==> config.mk <==
export PLATFORM = sky130hd
export DESIGN_NAME = multi_pattern_byte_replacer_flat
export DESIGN_NICKNAME = d
export VERILOG_FILES = /design/src/rtl/mpbr_pkg.sv /design/src/rtl/mpbr_if.sv /design/src/rtl/mpbr_ctrl.sv /design/src/rtl/mpbr_datapath.sv /design/src/rtl/multi_pattern_byte_replacer.sv /design/src/flat_wrapper.sv
export SDC_FILE = /design/constraint.sdc
export NUM_CORES = 1
export LEC_CHECK = 0
export ABC_AREA = 1
export BUFFER_PORTS_ARGS = -buffer_cell sky130_fd_sc_hd__buf_4
export CAP_MARGIN = 30
export CORE_AREA = 4 4 133 135
export DETAILED_ROUTE_END_ITERATION = 12
export DIE_AREA = 0 0 137 139
export PLACE_DENSITY = 0.68
export SLEW_MARGIN = 30
export SYNTH_ARGS = -nofsm -noshare
export SYNTH_HDL_FRONTEND = slang
export SYNTH_SLANG_ARGS = --single-unit
==> constraint.sdc <==
create_clock -name clock -period 2.35 [get_ports clock]
set_input_delay 0.3525 -clock clock [delete_from_list [all_inputs] [get_ports clock]]
set_output_delay 0.3525 -clock clock [all_outputs]
set_load 0.02 [all_outputs]
==> src/rtl/mpbr_pkg.sv <==
// ----------------------------------------------------------------------------
// mpbr_pkg
// Shared types, pattern tables and controller/datapath signal groups for the
// multi-pattern byte replacer.
// ----------------------------------------------------------------------------
package mpbr_pkg;

   localparam int TABLE_SIZE       = 2;
   localparam int PAT_MAX_LEN      = 15;
   localparam int LEN_BITS         = $clog2(PAT_MAX_LEN + 1);
   localparam int PAT_IDX_BITS     = (TABLE_SIZE > 1) ? $clog2(TABLE_SIZE) : 1;
   localparam int MATCH_COUNT_BITS = 16;

   typedef logic [7:0]              byte_type;
   typedef logic [LEN_BITS-1:0]     len_type;
   typedef logic [PAT_IDX_BITS-1:0] pat_idx_type;

   // search strings in test order, padded with zero bytes that are never compared
   localparam byte_type FIND_TAB [TABLE_SIZE][PAT_MAX_LEN] = '{
      '{8'h73, 8'h65, 8'h63, 8'h72, 8'h65, 8'h74, 8'h5F, 8'h75,
        8'h73, 8'h65, 8'h72, 8'h00, 8'h00, 8'h00, 8'h00},
      '{8'h73, 8'h65, 8'h63, 8'h72, 8'h65, 8'h74, 8'h5F, 8'h70,
        8'h61, 8'h73, 8'h73, 8'h77, 8'h6F, 8'h72, 8'h64}
   };

   // replacement strings, same length as the search strings
   localparam byte_type REPL_TAB [TABLE_SIZE][PAT_MAX_LEN] = '{
      '{8'h6D, 8'h61, 8'h78, 8'h77, 8'h65, 8'h6C, 8'h6C, 8'h74,
        8'h72, 8'h61, 8'h6E, 8'h00, 8'h00, 8'h00, 8'h00},
      '{8'h61, 8'h63, 8'h64, 8'h65, 8'h24, 8'h32, 8'h61, 8'h32,
        8'h41, 8'h6B, 8'h23, 8'h40, 8'h21, 8'h33, 8'h33}
   };

   localparam len_type PAT_LEN [TABLE_SIZE] = '{len_type'(11), len_type'(15)};

   typedef enum logic [1:0] {
      ST_IDLE,
      ST_TEST,
      ST_EMIT
   } state_type;

   typedef struct packed {
      logic        append;     // write incoming byte at the fill position
      logic        test;       // test one pattern at the window head
      pat_idx_type pat;        // pattern under test
      logic        load;       // move head byte to output register, shift window
      logic        last_mark;  // loaded byte ends the buffer
   } cmd_type;

   typedef struct packed {
      logic fill_almost;   // window one short of full
      logic fill_one;      // exactly one byte pending
      logic fill_nonzero;  // at least one byte pending
      logic out_free;      // output register can take a byte this cycle
   } status_type;

endpackage

==> src/rtl/mpbr_if.sv <==
// ----------------------------------------------------------------------------
// mpbr request / response channels
// Valid-ready channels carrying input bytes and filtered result bytes.
// ----------------------------------------------------------------------------
interface mpbr_req_if;
   logic                 valid;
   logic                 ready;
   mpbr_pkg::byte_type   data_byte;
   logic                 last_byte;

   modport source (output valid, output data_byte, output last_byte, input ready);
   modport sink   (input valid, input data_byte, input last_byte, output ready);
endinterface

interface mpbr_rsp_if;
   logic                                   valid;
   logic                                   ready;
   mpbr_pkg::byte_type                     out_byte;
   logic                                   last_out;
   logic [mpbr_pkg::MATCH_COUNT_BITS-1:0]  match_count;

   modport source (output valid, output out_byte, output last_out, output match_count,
                   input ready);
   modport sink   (input valid, input out_byte, input last_out, input match_count,
                   output ready);
endinterface

==> src/rtl/mpbr_ctrl.sv <==
// ----------------------------------------------------------------------------
// mpbr_ctrl
// Sequencer: accepts bytes, steps through the pattern tests at the window
// head and hands each finished byte to the output register.
// ----------------------------------------------------------------------------
module mpbr_ctrl #(
   parameter int NUM_PATTERNS = 2
) (
   input  logic                 clock,
   input  logic                 reset,
   input  logic                 req_valid,
   input  logic                 req_last,
   output logic                 req_ready,
   input  mpbr_pkg::status_type stat,
   output mpbr_pkg::cmd_type    cmd
);
   import mpbr_pkg::*;

   localparam int NP_EFF = (NUM_PATTERNS < TABLE_SIZE) ? NUM_PATTERNS : TABLE_SIZE;
   localparam pat_idx_type PAT_LAST = pat_idx_type'(NP_EFF - 1);

   state_type   state_ff, state_in;
   pat_idx_type pat_ff, pat_in;
   logic        flush_ff, flush_in;

   always_ff @(posedge clock) begin
      if (reset) begin
         state_ff <= ST_IDLE;
         pat_ff   <= '0;
         flush_ff <= 1'b0;
      end else begin
         state_ff <= state_in;
         pat_ff   <= pat_in;
         flush_ff <= flush_in;
      end
   end

   // next state
   always_comb begin
      state_in = state_ff;
      pat_in   = pat_ff;
      flush_in = flush_ff;
      case (state_ff)
         ST_IDLE: begin
            if (req_valid) begin
               flush_in = req_last;
               pat_in   = '0;
               if (req_last || stat.fill_almost) begin
                  state_in = ST_TEST;
               end
            end
         end
         ST_TEST: begin
            if (pat_ff == PAT_LAST) begin
               state_in = ST_EMIT;
            end else begin
               pat_in = pat_ff + 1'b1;
            end
         end
         ST_EMIT: begin
            if (stat.out_free) begin
               pat_in = '0;
               if (flush_ff && !stat.fill_one) begin
                  state_in = ST_TEST;
               end else begin
                  state_in = ST_IDLE;
                  flush_in = 1'b0;
               end
            end
         end
         default: begin
            state_in = ST_IDLE;
         end
      endcase
   end

   // outputs
   always_comb begin
      req_ready     = 1'b0;
      cmd           = '0;
      cmd.pat       = pat_ff;
      case (state_ff)
         ST_IDLE: begin
            req_ready  = 1'b1;
            cmd.append = req_valid;
         end
         ST_TEST: begin
            cmd.test = 1'b1;
         end
         ST_EMIT: begin
            cmd.load      = stat.out_free;
            cmd.last_mark = stat.out_free && flush_ff && stat.fill_one;
         end
         default: begin
            req_ready = 1'b0;
         end
      endcase
   end

   a_test_has_data: assert property (@(posedge clock) disable iff (reset)
      (state_ff == ST_TEST) |-> stat.fill_nonzero)
      else $error("pattern test with empty window");

   a_end_returns_idle: assert property (@(posedge clock) disable iff (reset)
      (cmd.load && cmd.last_mark) |=> (state_ff == ST_IDLE && !flush_ff))
      else $error("buffer end did not return to idle");

endmodule

==> src/rtl/mpbr_datapath.sv <==
// ----------------------------------------------------------------------------
// mpbr_datapath
// Byte window, pattern compare and rewrite at the head, match counter and
// output register.
// ----------------------------------------------------------------------------
module mpbr_datapath #(
   parameter int WINDOW_LEN = 15,
   parameter int COUNT_BITS = 16
) (
   input  logic                  clock,
   input  logic                  reset,
   input  mpbr_pkg::byte_type    in_byte,
   input  mpbr_pkg::cmd_type     cmd,
   output mpbr_pkg::status_type  stat,
   input  logic                  out_ready,
   output logic                  out_valid,
   output mpbr_pkg::byte_type    out_byte,
   output logic                  out_last,
   output logic [mpbr_pkg::MATCH_COUNT_BITS-1:0] out_count
);
   import mpbr_pkg::*;

   localparam int FILL_BITS = $clog2(WINDOW_LEN + 1);
   localparam int IDX_BITS  = $clog2(WINDOW_LEN);
   localparam int CMP_LEN   = (WINDOW_LEN < PAT_MAX_LEN) ? WINDOW_LEN : PAT_MAX_LEN;
   localparam int CMP_BITS  = (FILL_BITS > LEN_BITS) ? FILL_BITS : LEN_BITS;

   byte_type                win_ff [WINDOW_LEN];
   logic [FILL_BITS-1:0]    fill_ff;
   logic [COUNT_BITS-1:0]   count_ff;
   logic                    out_valid_ff;
   byte_type                out_byte_ff;
   logic                    out_last_ff;
   logic [MATCH_COUNT_BITS-1:0] out_count_ff;
   logic                    hit;
   len_type                 cur_len;

   assign stat.fill_almost  = (fill_ff == FILL_BITS'(WINDOW_LEN - 1));
   assign stat.fill_one     = (fill_ff == FILL_BITS'(1));
   assign stat.fill_nonzero = (fill_ff != '0);
   assign stat.out_free     = !out_valid_ff || out_ready;

   assign cur_len = PAT_LEN[cmd.pat];

   // pattern must fit in the pending bytes and match byte for byte
   always_comb begin
      hit = (CMP_BITS'(cur_len) <= CMP_BITS'(fill_ff));
      for (int k = 0; k < CMP_LEN; k++) begin
         if ((LEN_BITS'(k) < cur_len) && (win_ff[k] != FIND_TAB[cmd.pat][k])) begin
            hit = 1'b0;
         end
      end
   end

   // window storage
   always_ff @(posedge clock) begin
      if (cmd.append) begin
         win_ff[fill_ff[IDX_BITS-1:0]] <= in_byte;
      end else if (cmd.test) begin
         for (int k = 0; k < CMP_LEN; k++) begin
            if (hit && (LEN_BITS'(k) < cur_len)) begin
               win_ff[k] <= REPL_TAB[cmd.pat][k];
            end
         end
      end else if (cmd.load) begin
         for (int i = 0; i < WINDOW_LEN - 1; i++) begin
            win_ff[i] <= win_ff[i+1];
         end
      end
   end

   // fill level and match counter
   always_ff @(posedge clock) begin
      if (reset) begin
         fill_ff  <= '0;
         count_ff <= '0;
      end else begin
         if (cmd.append) begin
            fill_ff <= fill_ff + 1'b1;
         end else if (cmd.load) begin
            fill_ff <= fill_ff - 1'b1;
         end
         if (cmd.load && cmd.last_mark) begin
            count_ff <= '0;
         end else if (cmd.test && hit && (count_ff != '1)) begin
            count_ff <= count_ff + 1'b1;
         end
      end
   end

   // output register
   always_ff @(posedge clock) begin
      if (reset) begin
         out_valid_ff <= 1'b0;
      end else if (cmd.load) begin
         out_valid_ff <= 1'b1;
      end else if (out_ready) begin
         out_valid_ff <= 1'b0;
      end
   end

   always_ff @(posedge clock) begin
      if (cmd.load) begin
         out_byte_ff  <= win_ff[0];
         out_last_ff  <= cmd.last_mark;
         out_count_ff <= MATCH_COUNT_BITS'(count_ff);
      end
   end

   assign out_valid = out_valid_ff;
   assign out_byte  = out_byte_ff;
   assign out_last  = out_last_ff;
   assign out_count = out_count_ff;

   a_load_when_free: assert property (@(posedge clock) disable iff (reset)
      cmd.load |-> (!out_valid_ff || out_ready))
      else $error("output register overwritten");

   a_append_room: assert property (@(posedge clock) disable iff (reset)
      cmd.append |-> (fill_ff < FILL_BITS'(WINDOW_LEN)))
      else $error("append into full window");

   a_buffer_end_clears: assert property (@(posedge clock) disable iff (reset)
      (cmd.load && cmd.last_mark) |=> (count_ff == '0 && fill_ff == '0))
      else $error("window or counter not cleared at buffer end");

endmodule

==> src/rtl/multi_pattern_byte_replacer.sv <==
// ----------------------------------------------------------------------------
// multi_pattern_byte_replacer
// Streaming fixed-string replacer: rewrites matches of the search strings in
// place and passes every byte through with a per-buffer match count.
//
//   channel   dir  payload                                 accepted when
//   req_chan  in   data_byte[7:0] last_byte                valid && ready
//   rsp_chan  out  out_byte[7:0] last_out match_count[15:0] valid && ready
//
// A byte that leaves no result is only appended to the window. A byte that
// releases a result is followed by a test of each pattern in turn at the
// window head, then a load into the output register once it is free. On the
// final byte each pending byte goes through the same tests and load.
// Synchronous reset empties the window and clears the counter. The output
// register holds while rsp_chan stalls; input is still taken while idle.
// ----------------------------------------------------------------------------
module multi_pattern_byte_replacer #(
   parameter int WINDOW_LEN   = 15,
   parameter int NUM_PATTERNS = 2,
   parameter int COUNT_BITS   = 16
) (
   input logic        clock,
   input logic        reset,
   mpbr_req_if.sink   req_chan,
   mpbr_rsp_if.source rsp_chan
);
   import mpbr_pkg::*;

   cmd_type    cmd;
   status_type stat;

   mpbr_ctrl #(
      .NUM_PATTERNS (NUM_PATTERNS)
   ) u_ctrl (
      .clock     (clock),
      .reset     (reset),
      .req_valid (req_chan.valid),
      .req_last  (req_chan.last_byte),
      .req_ready (req_chan.ready),
      .stat      (stat),
      .cmd       (cmd)
   );

   mpbr_datapath #(
      .WINDOW_LEN (WINDOW_LEN),
      .COUNT_BITS (COUNT_BITS)
   ) u_datapath (
      .clock     (clock),
      .reset     (reset),
      .in_byte   (req_chan.data_byte),
      .cmd       (cmd),
      .stat      (stat),
      .out_ready (rsp_chan.ready),
      .out_valid (rsp_chan.valid),
      .out_byte  (rsp_chan.out_byte),
      .out_last  (rsp_chan.last_out),
      .out_count (rsp_chan.match_count)
   );

endmodule

==> src/flat_wrapper.sv <==
// flat-port wrapper written by rule: the top's interface ports become plain ports
module multi_pattern_byte_replacer_flat import mpbr_pkg::*;
#(
   parameter int WINDOW_LEN   = 15,
   parameter int NUM_PATTERNS = 2,
   parameter int COUNT_BITS   = 16
)
  (clock, reset, req_chan_valid, req_chan_data_byte, req_chan_last_byte, req_chan_ready, rsp_chan_valid, rsp_chan_out_byte, rsp_chan_last_out, rsp_chan_match_count, rsp_chan_ready);
  mpbr_req_if req_chan_i ();
  mpbr_rsp_if rsp_chan_i ();
  input logic clock;
  input logic reset;
  input wire logic [$bits(req_chan_i.valid)-1:0] req_chan_valid;
  input wire logic [$bits(req_chan_i.data_byte)-1:0] req_chan_data_byte;
  input wire logic [$bits(req_chan_i.last_byte)-1:0] req_chan_last_byte;
  output wire logic [$bits(req_chan_i.ready)-1:0] req_chan_ready;
  output wire logic [$bits(rsp_chan_i.valid)-1:0] rsp_chan_valid;
  output wire logic [$bits(rsp_chan_i.out_byte)-1:0] rsp_chan_out_byte;
  output wire logic [$bits(rsp_chan_i.last_out)-1:0] rsp_chan_last_out;
  output wire logic [$bits(rsp_chan_i.match_count)-1:0] rsp_chan_match_count;
  input wire logic [$bits(rsp_chan_i.ready)-1:0] rsp_chan_ready;
  assign req_chan_i.valid = req_chan_valid;
  assign req_chan_i.data_byte = req_chan_data_byte;
  assign req_chan_i.last_byte = req_chan_last_byte;
  assign req_chan_ready = req_chan_i.ready;
  assign rsp_chan_valid = rsp_chan_i.valid;
  assign rsp_chan_out_byte = rsp_chan_i.out_byte;
  assign rsp_chan_last_out = rsp_chan_i.last_out;
  assign rsp_chan_match_count = rsp_chan_i.match_count;
  assign rsp_chan_i.ready = rsp_chan_ready;
  multi_pattern_byte_replacer #(.WINDOW_LEN(WINDOW_LEN), .NUM_PATTERNS(NUM_PATTERNS), .COUNT_BITS(COUNT_BITS)) u_core (.clock(clock), .reset(reset), .req_chan(req_chan_i), .rsp_chan(rsp_chan_i));
endmodule
==> results_dict.tcl <==
set metrics [dict create \
    synth.cell_area_um2 8080 \
    fin_worst_hold_slack_ns 0.144 \
    rsz0062_at_grt "true" \
    fp.coreArea_um2 16500 \
    max_slew_headroom_at_the_worst_pin_pct 67.4 \
    clock_tree.htree_level_count 4 \
    period_minus_slack_ns 2.24 \
    power.leakage_nw 3.90 \
    synthesis.instances 922 \
    ys_dominant_reg_cell "edfxtp_1" \
    power.total_w 0.00724 \
    synthMuxAreaShare_pct 0.418 \
    std_cell_rows 47 \
    timing.final.crit_share_pct 95.5 \
    floorplan.die.width_um 137 \
    area_enclosed_by_the_die_boundary_um2 19000 \
    routabilityCongestion 0.917 \
    vias_per_cell 5.17 \
    num_clock_sinks 170 \
    pin_count 40 \
    postCtsHoldBufs 0 \
    worst_setup_hold_path_clk_slew_ns 0.07 \
    initial_core_util_pct 49.1 \
    largest_family_of_logic_cells_by_synthesized_area "simple AND/OR/NAND/NOR gates" \
    worstSetupPathType "reg -> reg" \
    report.final.slew_viol_count 0 \
    post_synth_num_cell_types 34 \
    powerDensity_nw_per_um2 755 \
    grt_use_total_pct 21.5 \
    tritoncts.num_buffers 17 \
    max-cap-violations 0 \
    synth_top_area_share_pct 52.4 \
    postSynthNetCount 942 \
    synth_adder_area_share_pct 1.08 \
    tritoncts_clock_tree "built" \
    synth_common_cells "250 x nand2_1, 141 x edfxtp_1, 136 x nor2_1" \
    fill_cells 1466 \
    synthesized_area_fraction_occupied_by_xor_and_xnor_cells_pct 0 \
    buffer_type_at_the_clock_tree_root "clkbuf_16" \
    maximum_number_of_pins_on_one_net_before_global_route_repair 48 \
    slew_at_the_pin_with_the_worst_max_slew_slack_ns 0.489 \
    detail_route.first_pass.iterations 5 \
    worst_ep_arrival_time_ns 2.37 \
    drt_first_iter_violations 617 \
    clock_latency_ns 0.43 \
    synth_largest_area_cell "edfxtp_1" \
    timing_hold_violations_final 0 \
    share_of_the_yosys_chip_area_belonging_to_registers_pct 59.6 \
    complex_gate_fraction_of_the_synthesized_area_pct 7.32 \
    postSynthRegisterBits 170 \
    timing.critical_path.required_ns 2.48 \
    detail_route.drc_violations 0 \
    via_total_after_detailed_routing 6373 \
    async_reset_ff_share_pct 0 \
    dp_hpwl_um 14300 \
    max_clock_freq_mhz 446 \
    worst_path_max_fanout 10 \
    synth_most_common_cell "nand2_1" \
    insertedDiodeCount 0 \
    clockBufferDepth 2 \
    synth-edff-count 141 \
    area.growth.synth_to_final_pct 18.7 \
    first_global_vias 5981 \
    routed_wirelength_um 19800 \
    place_area_um2 8890 \
    fin_setup_tns_ns 0 \
    run_status "finished, final reports clean" \
    critical_path.endpoint_type "flip-flop" \
    setup_viol 0 \
    die_h_um 139 \
    synth_simple_gate_area_share_pct 24.1 \
    drt-wirelength-per-cell_um 16.1 \
    synthesis.yosys.warnings 0 \
    io_buffers 39 \
    grt_overflow 0 \
    grt_antenna_before_repair 0 \
    final_antenna_net_count 0 \
    final_layout_size_suffix_gt1_share_pct 14.4 \
    grt_pass1_wl_um 31300 \
    yosys-top-cells-area "edfxtp_1 52%, nand2_1 12%, dfxtp_1 7.2%, nor2_1 6.3%, inv_1 6.0%" \
    nNetsFinal 1020 \
    fin_worst_skew_ns 0.0135 \
    regToRegSetupSlack_ns 0.11 \
    type_of_the_most_critical_hold_path "in -> reg" \
    synthesis.area_per_instance_um2 8.77 \
    irDropWorstVdd_v 0.000515 \
    final_area_um2 9590 \
    critPathLaunchType "flip-flop" \
]
[registers in the layout (all words and copies together), names as in the netlist]
name,count
u_core.u_ctrl.flush_ff,1
u_core.u_ctrl.pat_ff,1
u_core.u_ctrl.state_ff,2
u_core.u_datapath.count_ff,16
u_core.u_datapath.fill_ff,4
u_core.u_datapath.out_byte,8
u_core.u_datapath.out_count,16
u_core.u_datapath.out_last,1
u_core.u_datapath.out_valid,1
u_core.u_datapath.win_ff,120
[cell families after synthesis]
logic type                 Yosys count
AOI/OAI and AO/OA                  112
adders and majority gates            7
buffers and inverters              157
DFF                                170
muxes                                3
and+or+nand+nor                    473
[through the flow]
stage / setup slack (ns) / util [%] / cells
final: 0.106 / 58.3 / 1233
after floorplan: -0.109 / - / 922
after CTS: 0.0669 / 57.7 / 1230
after global placement: 0.104 / 54.0 / 1198
after global routing: -0.0433 / 58.3 / 1233
after detailed placement: 0.0779 / 54.0 / 1198
[report_power, final]
part | total [W] | internal, W | switching (W)
Sequential | 0.00356 | 0.00348 | 0.0000829
Combinational | 0.000823 | 0.000265 | 0.000559
Clock | 0.00285 | 0.00168 | 0.00117
Total | 0.00724 | 0.00542 | 0.00181
[layout by cell type, fill, tap and decap left out, types with 3 or more instances in the layout]
master	synthesis	layout
edfxtp_1	141	141
a21oi_1	11	11
o21ai_0	79	66
buf_4	1	81
clkbuf_16	0	17
clkinvlp_4	0	4
nand2_2	3	5
nor2_2	3	4
nor2_4	3	4
buf_12	0	3
ha_1	7	7
o21ai_2	1	7
nor3_1	9	9
nand3_1	46	44
nand4_1	18	18
bufinv_16	0	3
o21ai_1	8	15
nor2_1	136	134
o22ai_1	4	4
inv_1	130	129
mux2_2	3	3
dfxtp_1	29	28
inv_6	0	3
o211ai_1	3	3
nand2_1	250	247
[worst max-delay path: stages, from the launching register on]
cell and delay (ns):
edfxtp_1 0.43, nor2_1 0.13, nand2_1 0.06, nor2_1 0.19, nand3_2 0.16, nor2_1 0.14, nor2_1 0.07, nor2_4 0.18
nor2_4 0.11, buf_12 0.15, o21ai_1 0.09, buf_4 0.21
[metal layers]
metal	part of all wire [%]	wire, um	global-route usage, %	vias to the layer above
met3	6.1	1200	3.34	32
met5	0	0	0	-
met2	48	9460	34.4	236
met1	44	8740	29.6	2937
met4	2.0	401	7.51	0
li1	-	-	-	3168
[cell type report]
type | count | area (um2) | area share [%]
clock inverters | 13 | 168 | 1.75
clock buffers | 19 | 433 | 4.51
repair buffers | 85 | 679 | 7.08
inverters | 131 | 492 | 5.13
flip-flops and latches | 170 | 4820 | 50.2
well taps | 220 | 275 | 2.87
multi-input cells | 595 | 2730 | 28.5
[path summary, 6_finish.rpt]
check,startpoint,depth (start not counted),to
setup / recovery,u_core.u_datapath.win_ff[11][7]$_DFFE_PP_,11,u_core.u_datapath.win_ff[4][1]$_DFFE_PP_
hold / removal,reset,2,u_core.u_ctrl.state_ff[1]$_SDFFE_PP0P_
setup reg to reg,u_core.u_datapath.win_ff[11][7]$_DFFE_PP_,11,u_core.u_datapath.win_ff[4][1]$_DFFE_PP_
hold reg to reg,u_core.u_datapath.win_ff[0][4]$_DFFE_PP_,0,u_core.u_datapath.out_byte[4]$_DFFE_PP_
[repair_timing]
item	CTS	global route
setup buffers	0	3
endpoints found under the setup margin	0	121
resized for setup	0	15
(Power assumes the default switching activity.)
